--- src/sv/assert_macros.svh ---
// Assertion macros shared by the splitter RTL.
// No dependencies; included inside module bodies.
`ifndef ASSERT_MACROS_SVH
`define ASSERT_MACROS_SVH

// cond must hold at every clock edge outside reset
`define BPS_ASSERT(label, clk, rst, cond, msg) \
  label: assert property (@(posedge clk) disable iff (rst) (cond)) else $error(msg);

// ante implies cons in the same cycle
`define BPS_ASSERT_IMPL(label, clk, rst, ante, cons, msg) \
  label: assert property (@(posedge clk) disable iff (rst) (ante) |-> (cons)) else $error(msg);

// ante implies cons in the next cycle
`define BPS_ASSERT_NEXT(label, clk, rst, ante, cons, msg) \
  label: assert property (@(posedge clk) disable iff (rst) (ante) |=> (cons)) else $error(msg);

`endif

--- src/sv/bps_pkg.sv ---
// Types, codes and sizes for the BPE pre-token splitter.
// No dependencies; imported by every module of the block.
package bps_pkg;

  localparam int unsigned MAX_RESULTS = 3;
  localparam int unsigned QUEUE_DEPTH = 8;  // power of two, pointers wrap
  localparam int unsigned QPTR_W      = $clog2(QUEUE_DEPTH);
  localparam int unsigned QCNT_W      = $clog2(QUEUE_DEPTH + 1);

  typedef enum logic [3:0] {
    ST_IDLE   = 4'd0,
    ST_APOS   = 4'd1,
    ST_APOS2  = 4'd2,
    ST_SPACE1 = 4'd3,
    ST_LET    = 4'd4,
    ST_PUNCT  = 4'd5,
    ST_SPP    = 4'd6,
    ST_SPN    = 4'd7,
    ST_SP     = 4'd8,
    ST_TAB    = 4'd9,
    ST_NL     = 4'd10
  } scan_state_t;

  localparam logic [3:0] KIND_CONTRACTION = 4'd0;
  localparam logic [3:0] KIND_APOS        = 4'd1;
  localparam logic [3:0] KIND_DIGIT       = 4'd2;
  localparam logic [3:0] KIND_NEWLINES    = 4'd3;
  localparam logic [3:0] KIND_SP_LETTERS  = 4'd4;
  localparam logic [3:0] KIND_SP_PUNCT    = 4'd5;
  localparam logic [3:0] KIND_SPACES      = 4'd6;
  localparam logic [3:0] KIND_TABS        = 4'd7;
  localparam logic [3:0] KIND_LETTERS     = 4'd8;
  localparam logic [3:0] KIND_PUNCT       = 4'd9;

  typedef struct packed {
    logic [7:0] in_byte;
    logic       text_last;
  } in_item_t;

  typedef struct packed {
    logic [7:0] out_byte;
    logic       piece_end;
    logic [3:0] piece_kind;
    logic       text_end;
    logic       step_last;
  } out_item_t;

  // results of one request, item[0] first
  typedef struct packed {
    logic [1:0]                        n;
    out_item_t [MAX_RESULTS-1:0]       item;
  } step_res_t;

endpackage

--- src/sv/bpe_pretoken_splitter.sv ---
// Top level of the BPE pre-token splitter: input register, scanner, result queue.
// Depends on bps_pkg, bps_scanner and bps_result_queue.
//
//   channel | valid       | stall       | request
//   --------+-------------+-------------+---------------------------
//   text    | text_valid  | text_stall  | text_req  (byte, last flag)
//   piece   | piece_valid | piece_stall | piece_req (byte, end, kind, flags)
//
// One byte accepted per cycle while text_stall is low; the scanner classifies
// the registered byte once the queue has three free entries and writes 0 to 3
// results into an 8-entry queue, which registers them before they are offered.
// The queue drains one result per cycle while piece_stall is low. text_stall
// rises while the input register is full and fewer than three entries are free.
// rst (synchronous) empties the input register and queue and idles the scanner.
module bpe_pretoken_splitter (
  input  logic               clk,
  input  logic               rst,
  input  logic               text_valid,
  output logic               text_stall,
  input  bps_pkg::in_item_t  text_req,
  output logic               piece_valid,
  input  logic               piece_stall,
  output bps_pkg::out_item_t piece_req
);
  import bps_pkg::*;

  in_item_t  in_reg;
  logic      in_full;
  logic      space_ok;
  logic      process;
  logic      accept;
  step_res_t step_res;

  assign process    = in_full && space_ok;
  assign text_stall = in_full && !space_ok;
  assign accept     = text_valid && !text_stall;

  always_ff @(posedge clk) begin
    if (rst) begin
      in_full <= 1'b0;
    end else if (accept) begin
      in_full <= 1'b1;
    end else if (process) begin
      in_full <= 1'b0;
    end
  end

  always_ff @(posedge clk) begin
    if (accept) begin
      in_reg <= text_req;
    end
  end

  bps_scanner u_scanner (
    .clk  (clk),
    .rst  (rst),
    .fire (process),
    .item (in_reg),
    .res  (step_res)
  );

  bps_result_queue u_queue (
    .clk       (clk),
    .rst       (rst),
    .wr_en     (process),
    .wr        (step_res),
    .space_ok  (space_ok),
    .out_valid (piece_valid),
    .out_item  (piece_req),
    .out_stall (piece_stall)
  );

endmodule

--- src/sv/bps_scanner.sv ---
// Piece scanner: scan state registers and the per-byte classification step.
// Depends on bps_pkg and assert_macros.svh.
module bps_scanner (
  input  logic              clk,
  input  logic              rst,
  input  logic              fire,
  input  bps_pkg::in_item_t item,
  output bps_pkg::step_res_t res
);
  import bps_pkg::*;
  `include "assert_macros.svh"

  typedef struct packed {
    scan_state_t state;
    logic [7:0]  held0;
    logic [7:0]  held1;
    logic [1:0]  skip;
    logic [3:0]  kind;
  } scan_ctx_t;

  typedef struct packed {
    scan_ctx_t ctx;
    step_res_t res;
  } step_t;

  function automatic logic is_letter(logic [7:0] c);
    return (c >= 8'h61 && c <= 8'h7A) || (c >= 8'h41 && c <= 8'h5A) || (c >= 8'hC2);
  endfunction

  function automatic logic is_cont(logic [7:0] c);
    return c >= 8'h80 && c < 8'hC0;
  endfunction

  function automatic logic is_numeral(logic [7:0] c);
    return c >= 8'h30 && c <= 8'h39;
  endfunction

  function automatic logic is_nl(logic [7:0] c);
    return c == 8'h0A || c == 8'h0D;
  endfunction

  function automatic logic is_symbol(logic [7:0] c);
    return c != 8'h20 && c != 8'h09 && !is_nl(c) && !is_letter(c) && !is_numeral(c)
           && c != 8'h27;
  endfunction

  function automatic logic [1:0] extra_bytes(logic [7:0] c);
    if (c < 8'h80) return 2'd0;
    if (c < 8'hE0) return 2'd1;
    if (c < 8'hF0) return 2'd2;
    return 2'd3;
  endfunction

  function automatic logic [7:0] lower(logic [7:0] c);
    return (c >= 8'h41 && c <= 8'h5A) ? c + 8'd32 : c;
  endfunction

  function automatic step_t emit(step_t t, logic [7:0] b, logic e, logic [3:0] k);
    step_t     u;
    out_item_t o;
    u            = t;
    o.out_byte   = b;
    o.piece_end  = e;
    o.piece_kind = k;
    o.text_end   = 1'b0;
    o.step_last  = 1'b0;
    if (u.res.n != 2'd3) begin
      u.res.item[u.res.n] = o;
      u.res.n             = u.res.n + 2'd1;
    end
    return u;
  endfunction

  function automatic step_t go_idle(step_t t);
    step_t u;
    u           = t;
    u.ctx.state = ST_IDLE;
    u.ctx.skip  = 2'd0;
    return u;
  endfunction

  function automatic step_t hold(step_t t, logic [7:0] b, scan_state_t st, logic [3:0] k);
    step_t u;
    u           = t;
    u.ctx.held0 = b;
    u.ctx.state = st;
    u.ctx.kind  = k;
    return u;
  endfunction

  function automatic step_t start_piece(step_t t, logic [7:0] b);
    step_t u;
    u          = t;
    u.ctx.skip = 2'd0;
    if (b == 8'h27) begin
      u = hold(u, b, ST_APOS, KIND_APOS);
    end else if (is_numeral(b)) begin
      u = emit(u, b, 1'b1, KIND_DIGIT);
      u = go_idle(u);
    end else if (is_nl(b)) begin
      u = hold(u, b, ST_NL, KIND_NEWLINES);
    end else if (b == 8'h20) begin
      u = hold(u, b, ST_SPACE1, KIND_SPACES);
    end else if (b == 8'h09) begin
      u = hold(u, b, ST_TAB, KIND_TABS);
    end else if (is_letter(b)) begin
      u          = hold(u, b, ST_LET, KIND_LETTERS);
      u.ctx.skip = extra_bytes(b);
    end else begin
      u = hold(u, b, ST_PUNCT, KIND_PUNCT);
    end
    return u;
  endfunction

  function automatic step_t run_feed(step_t t, logic [7:0] b);
    step_t      u;
    logic [7:0] p;
    logic [3:0] k;
    logic       cont;
    u    = t;
    p    = t.ctx.held0;
    k    = t.ctx.kind;
    cont = 1'b0;
    case (u.ctx.state)
      ST_LET: begin
        if (u.ctx.skip != 2'd0) begin
          u.ctx.skip = u.ctx.skip - 2'd1;
          cont       = 1'b1;
        end else if (is_letter(b) || is_cont(b)) begin
          u.ctx.skip = extra_bytes(b);
          cont       = 1'b1;
        end
      end
      ST_PUNCT: cont = is_symbol(b);
      ST_SPP: begin
        if (is_symbol(b)) begin
          cont = 1'b1;
        end else if (is_nl(b)) begin
          u.ctx.state = ST_SPN;
          cont        = 1'b1;
        end
      end
      ST_SPN:  cont = is_nl(b);
      ST_SP:   cont = (b == 8'h20);
      ST_TAB:  cont = (b == 8'h20) || (b == 8'h09);
      ST_NL:   cont = is_nl(b);
      default: cont = 1'b0;
    endcase
    if (cont) begin
      u           = emit(u, p, 1'b0, k);
      u.ctx.held0 = b;
    end else begin
      u = emit(u, p, 1'b1, k);
      u = go_idle(u);
      u = start_piece(u, b);
    end
    return u;
  endfunction

  function automatic step_t feed(step_t t, logic [7:0] b);
    step_t      u;
    logic [7:0] lb;
    logic [7:0] x;
    logic [7:0] lx;
    u  = t;
    lb = lower(b);
    x  = t.ctx.held1;
    lx = lower(x);
    case (u.ctx.state)
      ST_APOS: begin
        if (lb == 8'h73 || lb == 8'h74 || lb == 8'h6D || lb == 8'h64) begin
          u = emit(u, u.ctx.held0, 1'b0, KIND_CONTRACTION);
          u = emit(u, b, 1'b1, KIND_CONTRACTION);
          u = go_idle(u);
        end else if (lb == 8'h6C || lb == 8'h72 || lb == 8'h76) begin
          u.ctx.held1 = b;
          u.ctx.state = ST_APOS2;
        end else begin
          u = emit(u, u.ctx.held0, 1'b1, KIND_APOS);
          u = go_idle(u);
          u = start_piece(u, b);
        end
      end
      ST_APOS2: begin
        // 'll, 're, 've
        if ((lx == 8'h6C && lb == 8'h6C) || (lx == 8'h72 && lb == 8'h65) ||
            (lx == 8'h76 && lb == 8'h65)) begin
          u = emit(u, u.ctx.held0, 1'b0, KIND_CONTRACTION);
          u = emit(u, x, 1'b0, KIND_CONTRACTION);
          u = emit(u, b, 1'b1, KIND_CONTRACTION);
          u = go_idle(u);
        end else begin
          u = emit(u, u.ctx.held0, 1'b1, KIND_APOS);
          u = go_idle(u);
          u = start_piece(u, x);
          u = run_feed(u, b);
        end
      end
      ST_SPACE1: begin
        if (is_letter(b)) begin
          u          = emit(u, 8'h20, 1'b0, KIND_SP_LETTERS);
          u          = hold(u, b, ST_LET, KIND_SP_LETTERS);
          u.ctx.skip = extra_bytes(b);
        end else if (is_symbol(b)) begin
          u = emit(u, 8'h20, 1'b0, KIND_SP_PUNCT);
          u = hold(u, b, ST_SPP, KIND_SP_PUNCT);
        end else if (b == 8'h20) begin
          u = emit(u, 8'h20, 1'b0, KIND_SPACES);
          u = hold(u, b, ST_SP, KIND_SPACES);
        end else begin
          u = emit(u, 8'h20, 1'b1, KIND_SPACES);
          u = go_idle(u);
          u = start_piece(u, b);
        end
      end
      ST_LET, ST_PUNCT, ST_SPP, ST_SPN, ST_SP, ST_TAB, ST_NL: begin
        u = run_feed(u, b);
      end
      default: begin
        u = go_idle(u);
        u = start_piece(u, b);
      end
    endcase
    return u;
  endfunction

  function automatic step_t flush(step_t t);
    step_t u;
    u = t;
    case (u.ctx.state)
      ST_APOS:   u = emit(u, u.ctx.held0, 1'b1, KIND_APOS);
      ST_APOS2: begin
        u = emit(u, u.ctx.held0, 1'b1, KIND_APOS);
        u = emit(u, u.ctx.held1, 1'b1, KIND_LETTERS);
      end
      ST_SPACE1: u = emit(u, u.ctx.held0, 1'b1, KIND_SPACES);
      ST_LET, ST_PUNCT, ST_SPP, ST_SPN, ST_SP, ST_TAB, ST_NL: begin
        u = emit(u, u.ctx.held0, 1'b1, u.ctx.kind);
      end
      default: u = u;
    endcase
    return go_idle(u);
  endfunction

  scan_ctx_t ctx;
  scan_ctx_t ctx_next;
  step_t     t;

  always_comb begin
    t.ctx = ctx;
    t.res = '0;
    t     = feed(t, item.in_byte);
    if (item.text_last) begin
      t = flush(t);
    end
    if (t.res.n != 2'd0) begin
      t.res.item[t.res.n - 2'd1].step_last = 1'b1;
      t.res.item[t.res.n - 2'd1].text_end  = item.text_last;
    end
    ctx_next = t.ctx;
    res      = t.res;
  end

  always_ff @(posedge clk) begin
    if (rst) begin
      ctx.state <= ST_IDLE;
      ctx.skip  <= 2'd0;
      ctx.kind  <= KIND_CONTRACTION;
    end else if (fire) begin
      ctx <= ctx_next;
    end
  end

  `BPS_ASSERT_IMPL(a_last_emits, clk, rst, fire && item.text_last, res.n != 2'd0, "end of text gave no result")
  `BPS_ASSERT_NEXT(a_last_idle, clk, rst, fire && item.text_last, ctx.state == ST_IDLE, "scanner not idle after text end")
  `BPS_ASSERT_IMPL(a_skip_let, clk, rst, ctx.skip != 2'd0, ctx.state == ST_LET, "skip count outside letter run")

endmodule

--- src/sv/bps_result_queue.sv ---
// Result queue: takes up to three results per cycle, hands out one per request.
// Depends on bps_pkg and assert_macros.svh.
module bps_result_queue (
  input  logic               clk,
  input  logic               rst,
  input  logic               wr_en,
  input  bps_pkg::step_res_t wr,
  output logic               space_ok,
  output logic               out_valid,
  output bps_pkg::out_item_t out_item,
  input  logic               out_stall
);
  import bps_pkg::*;
  `include "assert_macros.svh"

  out_item_t          slots [QUEUE_DEPTH];
  logic [QPTR_W-1:0]  wr_ptr;
  logic [QPTR_W-1:0]  wr_ptr_next;
  logic [QPTR_W-1:0]  rd_ptr;
  logic [QCNT_W-1:0]  count;
  logic [QCNT_W-1:0]  count_next;
  logic [1:0]         wr_n;
  logic               pop;

  assign wr_n      = wr_en ? wr.n : 2'd0;
  assign pop       = out_valid && !out_stall;
  assign out_valid = (count != '0);
  assign out_item  = slots[rd_ptr];
  assign space_ok  = (count <= QCNT_W'(QUEUE_DEPTH - MAX_RESULTS));

  assign wr_ptr_next = wr_ptr + QPTR_W'(wr_n);
  assign count_next  = count + QCNT_W'(wr_n) - QCNT_W'(pop);

  always_ff @(posedge clk) begin
    for (int i = 0; i < MAX_RESULTS; i++) begin
      if (2'(i) < wr_n) begin
        slots[wr_ptr + QPTR_W'(i)] <= wr.item[i];
      end
    end
  end

  always_ff @(posedge clk) begin
    if (rst) begin
      wr_ptr <= '0;
      rd_ptr <= '0;
      count  <= '0;
    end else begin
      wr_ptr <= wr_ptr_next;
      count  <= count_next;
      if (pop) begin
        rd_ptr <= rd_ptr + QPTR_W'(1);
      end
    end
  end

  `BPS_ASSERT(a_cnt_bound, clk, rst, count <= QCNT_W'(QUEUE_DEPTH), "queue count beyond depth")
  `BPS_ASSERT_IMPL(a_no_ovf, clk, rst, wr_en, space_ok, "write into queue without room")
  `BPS_ASSERT(a_ptr_gap, clk, rst, QPTR_W'(wr_ptr - rd_ptr) == QPTR_W'(count), "pointers disagree with count")

endmodule

--- config.mk ---
export PLATFORM = sky130hd
export DESIGN_NAME = bpe_pretoken_splitter
export DESIGN_NICKNAME = d
export VERILOG_FILES = /design/src/sv/bps_pkg.sv /design/src/sv/bpe_pretoken_splitter.sv /design/src/sv/bps_scanner.sv /design/src/sv/bps_result_queue.sv
export VERILOG_INCLUDE_DIRS = /design/src /design/src/sv
export SDC_FILE = /design/constraint.sdc
export NUM_CORES = 1
export LEC_CHECK = 0
export ABC_AREA = 0
export BUFFER_PORTS_ARGS = -buffer_cell sky130_fd_sc_hd__buf_2
export CAP_MARGIN = 10
export CORE_MARGIN = 4
export CORE_UTILIZATION = 40
export DETAILED_ROUTE_END_ITERATION = 16
export PLACE_DENSITY = 0.61
export SLEW_MARGIN = 10
export SYNTH_ARGS = -nofsm -noshare
export SYNTH_HDL_FRONTEND = slang
export SYNTH_HIERARCHICAL = 1
export SYNTH_SLANG_ARGS = --single-unit
--- constraint.sdc ---
create_clock -name clk -period 5.1 [get_ports clk]
set_clock_uncertainty 0.1 [all_clocks]
set_input_delay 0.255 -clock clk [delete_from_list [all_inputs] [get_ports clk]]
set_output_delay 0.255 -clock clk [all_outputs]
set_load 0.005 [all_outputs]
**Yosys cells after proc, flatten, opt, wreduce, memory -nomap -nowiden**

Memories as Yosys holds them, arrays and structs flattened. A register that Yosys moved wholly into a read port is not among the register bits.
Cells that the tools add are included.

- Word-level logic and storage cells: 585
- Memories kept: 1
- Output and inout port bits: 17
- Input port bits: 13
- Flip-flop bits (word level): 46
- RAM bits: 120

Memories:

| name | words | width | rd ports | clocked after memory_dff | wr ports | line | text |
|---|---|---|---|---|---|---|---|
| u_queue.slots | 8 | 15 | 1 | 1 | 3 | bps_result_queue.sv:16 | `out_item_t slots [QUEUE_DEPTH];` |

- Magnitude comparators: 50
- Equality and inequality tests: 62
- Bitwise operators: 1
- Muxes and demuxes: 375
- $add $sub $neg: 22
- Reductions and logical operators: 63

Operator list:

| operator | number |
|---|---|
| two-way mux 73 bit | 39 |
| two-way mux 47 bit | 21 |
| bitwise mux 45 bit | 16 |
| demux 15 bit (select 2 bit) | 13 |
| two-way mux 15 bit | 26 |
| two-way mux 70 bit | 5 |
| one-hot mux 73 bit (4 select lines) | 1 |
| one-hot mux 47 bit (4 select lines) | 1 |
| two-way mux 1 bit | 183 |
| two-way mux 2 bit | 53 |
| == test 8 x 7 -> 1 bit, second input constant | 11 |
| < comparator 8 bit, second input constant | 7 |
| two-way mux 53 bit | 1 |
| == test 4 x 3 -> 1 bit, second input constant | 12 |
| == test 8 x 4 -> 1 bit, second input constant | 6 |
| two-way mux 45 bit | 1 |
| == test 4 bit, second input constant | 9 |
| < comparator 2 x 3 -> 1 bit, second input constant | 12 |
| == test 8 x 6 -> 1 bit, second input constant | 4 |
| >= comparator 8 x 7 -> 1 bit, second input constant | 4 |
| <= comparator 8 x 7 -> 1 bit, second input constant | 4 |
| two-way mux 8 bit | 4 |
| logical AND 1 bit | 31 |
| two-way mux 4 bit | 7 |
| 31 further kinds | 102 |

**Depth between registers and ports, before layout**

- Depth after elaboration: 107
- Depth in mapped cells: 24
- Depth with buffers taken out: 21

**Cells and area by module**

Netlist, hierarchy kept.

By module, submodules not included:

| module | area each (sq um) | seq. area each (sq um) | cells an instance | times used |
|---|---|---|---|---|
| bps_result_queue | 8,067.7 | 3,863.7 | 870 | 1 |
| bps_scanner | 4,946.0 | 680.7 | 753 | 1 |
| bpe_pretoken_splitter | 326.6 | 290.3 | 14 | 1 |

**Least setup slack after synthesis**

No wires, ideal clock.

- Path kind: reg-to-reg
- Start: register in_reg[6] in the netlist's numbering
- End: memory u_queue/slots[2][0] in the netlist's numbering, enable pin
- Period minus slack after synthesis: 5,307 ps
- Path buffers: 2
- Cell stages (with the launch flop): 18
- Library setup time: 411 ps
- Required time: 4,589 ps
- Slack: -207 ps
- Arrival time: 4,797 ps
- Cell sequence: edfxtp_1 > buf_2 > inv_1 > ha_1 > and4bb_2 > a32oi_1 > o32ai_1 > or4_1 > buf_2 > and2_4 > a211oi_2 > o2111a_1 > nand3_2 > nand4_1 > nor2b_1 > maj3_1 > nand2_1 > o31ai_1

RTL lines:

| item | line | text |
|---|---|---|
| start, declared | bpe_pretoken_splitter.sv:27 | `in_item_t in_reg;` |
| start signal, assigned | bpe_pretoken_splitter.sv:50 | `in_reg <= text_req;` |
| end, declared | bps_result_queue.sv:16 |  |

==> results.json <==
{
  "status": "finished, final reports clean",
  "relSlewSlack_pct": 22.7,
  "synth.area.top_cells": "edfxtp_1 (33%), nand2_1 (9.3%), a31oi_1 (6.4%)",
  "reg2reg_depth": 19,
  "setup_violations": 0,
  "critical_path_class": "flip-flop to flip-flop",
  "placed_cell_area_mm2": 0.0143,
  "power.density_mw_per_mm2": 337,
  "cts_buffer_depth": 2,
  "path_cells": "inv_1 -> ha_1 -> and4bb_2 -> a32oi_2 -> o32ai_2 -> or2_1 -> o22ai_4 -> buf_4 -> nand2_2 -> a31oi_2 -> buf_4 -> or2_2 -> nand2_1 -> or3b_1 -> buf_4 -> o32ai_2 -> buf_4 -> nor2_1 -> a31oi_1",
  "wl_um": 49300,
  "critPathMostFrequentCell": "buf_4",
  "fillers": 3183,
  "power_mw": 5.10,
  "critical_path.max_fanout": 10,
  "vias": 13300,
  "numPortBuffers": 29,
  "cts.root.buffer_cell": "clkbuf_16",
  "yosysWarnings": 6,
  "grt_overflow": 0,
  "syn_nets": 1668,
  "grt_pass1_wl_um": 75500,
  "worstSetupStartpointType": "flip-flop",
  "worstHoldPathCells": 4,
  "worst_pin_slew_ns": 1.15,
  "async_flop_share_pct": 0,
  "design_area_mm2": 0.0151,
  "drv_slew": 0,
  "hpwl_um": 33500,
  "cts_tree": "yes",
  "cp.required_ns": 5.29,
  "insertion_delay_ns": 0.46,
  "rows": 66,
  "hold_ws_ns": 0.105,
  "synth_flop_cell": "edfxtp_1",
  "wl_per_cell_um": 23.3,
  "max_freq_mhz": 206,
  "vias_per_cell": 6.26,
  "io_pins": 30,
  "mostFrequentLayoutCell": "nand2_1",
  "yosysTopAreaCell": "edfxtp_1",
  "netlist_area_mm2": 0.0133,
  "yosysSeqAreaShare_pct": 36.2,
  "die_x_um": 191,
  "drcViolationCount": 0,
  "drive_gt1_share_pct": 18.5,
  "synth_edf_count": 145,
  "antenna_found_initial": 0,
  "syn2layout_area_growth_pct": 13.4,
  "finalHoldViolCount": 0,
  "cp.arrival_ns": 5.03,
  "cts_sinks": 169,
  "dr.pass1.iters": 6,
  "min_period_over_period_pct": 95.0,
  "numCtsBuffers": 17,
  "max_stage_delay_ns": 0.45,
  "p_leak_nw": 5.67,
  "largest_reg_flops": 120,
  "synth_cell_type_count": 103,
  "h-tree-depth": 4,
  "mostFrequentLayoutCells": "nand2_1 (332), nor2_1 (213), edfxtp_1 (145)",
  "period_minus_slack_ns": 4.84,
  "synth_top_area_share_pct": 32.6,
  "critPathSlowestCell": "or3b_1",
  "n_antenna_cell": 0,
  "synth_area_per_cell_um2": 8.15,
  "die_h_um": 191,
  "clk_pin_slew_ns": 0.07,
  "drv_cap": 0,
  "cp-end-kind": "flip-flop",
  "grt_max_degree": 31,
  "fp.coreArea_mm2": 0.0327,
  "place_congestion": 0.984,
  "start_util_pct": 40.8,
  "synthCells": 1637,
  "max-vdd-ir-drop_uv": 245,
  "hold_class": "primary input to flip-flop",
  "ant_nets": 0,
  "dr.first_iter.drc_count": 1637,
  "grt.total_usage_pct": 27.0,
  "ys_ff_latch": 169,
  "finalNetCount": 1695,
  "die_area_mm2": 0.0363,
  "grt_pass1_vias": 12600
}
[Yosys cell counts (all sizes together) (5+ instances only)]
master and instances:
a2111oi 5, or4 8, dfxtp 24, or2 18
o2bb2ai 5, o32ai 7, and3 8, ha 16
a22oi 8, o211ai 16, buf 72, nor2b 22
mux2 16, inv 38, nand2b 11, nand2 334
a32oi 5, nor3 25, nor2 214, clkbuf 88
or3 12, nand4 9, nor3b 9, xnor2 6
nand3 41, nor4 5, mux2i 7, and2 10
o31ai 9, o21ai 75, a31oi 138, a211oi 13
a21oi 70, o22ai 15, edfxtp 145, mux4 30
a221oi 9, a21o 5
[layout make-up]
type	count	area, um^2	share of cell area (%)
clock inverter	13	96.3	0.637
tap	442	553	3.66
inverter	38	143	0.943
multi-input combinational	1270	7820	51.7
timing repair buffer	168	1240	8.21
sequential	169	4840	32.0
clock buffer	19	433	2.86
[critical path: cells and delay by family (launching register included)]
kind	cells	cell delay (ns)
AOI/OAI and AO/OA	6	1.51
adders and majority gates	1	0.20
buffers and inverters	5	0.93
DFF	1	0.44
and+or+nand+nor	7	1.48
[report_power, final]
group,switching [mW],internal [mW],total [mW]
sequential,0.0685,1.72,1.79
clock,0.606,0.628,1.23
combinational,1.22,0.860,2.08
total,1.90,3.21,5.10
[cell families (layout without fill, tap and decap cells)]
group	count (synthesis)	in the layout	synth area share, %
buffers and inverters	198	238	6.72
muxes	53	53	6.94
adders and majority gates	19	19	1.88
xor gates and xnor gates	10	10	0.854
and+or+nand+nor	750	750	25.5
AOI/OAI and AO/OA	438	438	21.9
DFF	169	169	36.2
[metal layers]
metal	wire [um]	part of all wire (%)	vias up	GRT usage, %
li1	-	-	6034	-
met1	19800	40	6292	35.4
met2	23100	47	780	44.4
met3	4240	8.6	162	3.97
met4	2150	4.4	0	12.0
met5	0	0	-	0
[repair_timing]
action | in CTS | in global routing
hold buffers | 10 | 0
pin swaps | 0 | 3
resized for setup | 1 | 38
endpoints found under the setup margin | 2 | 243
setup buffers | 0 | 2
endpoints found under the hold margin | 10 | 0
[worst paths after layout]
path,start,endpoint,slack [ns]
worst max-delay path,in_reg[6],u_queue/slots[0][4],0.26
worst min-delay path,piece_stall,u_queue/rd_ptr[2],0.11
worst max register to register,in_reg[6],u_queue/slots[0][4],0.26
worst min register to register,u_scanner/ctx[5],u_scanner/ctx[5],0.41
[metrics by stage]
stage | utilization (%) | setup TNS, ns | std cells | worst slack (ns)
final | 46.3 | 0 | 2119 | 0.256
after global routing | 46.3 | -0.0160 | 2119 | -0.0160
after CTS | 45.6 | 0 | 2116 | 0.0701
after detailed placement | 43.6 | 0 | 2074 | 0.00737
after global placement | 43.6 | 0 | 2074 | 0.151
after floorplan | - | -9.71 | 1637 | -0.207
Note: power is estimated with default switching activity, not from simulation.
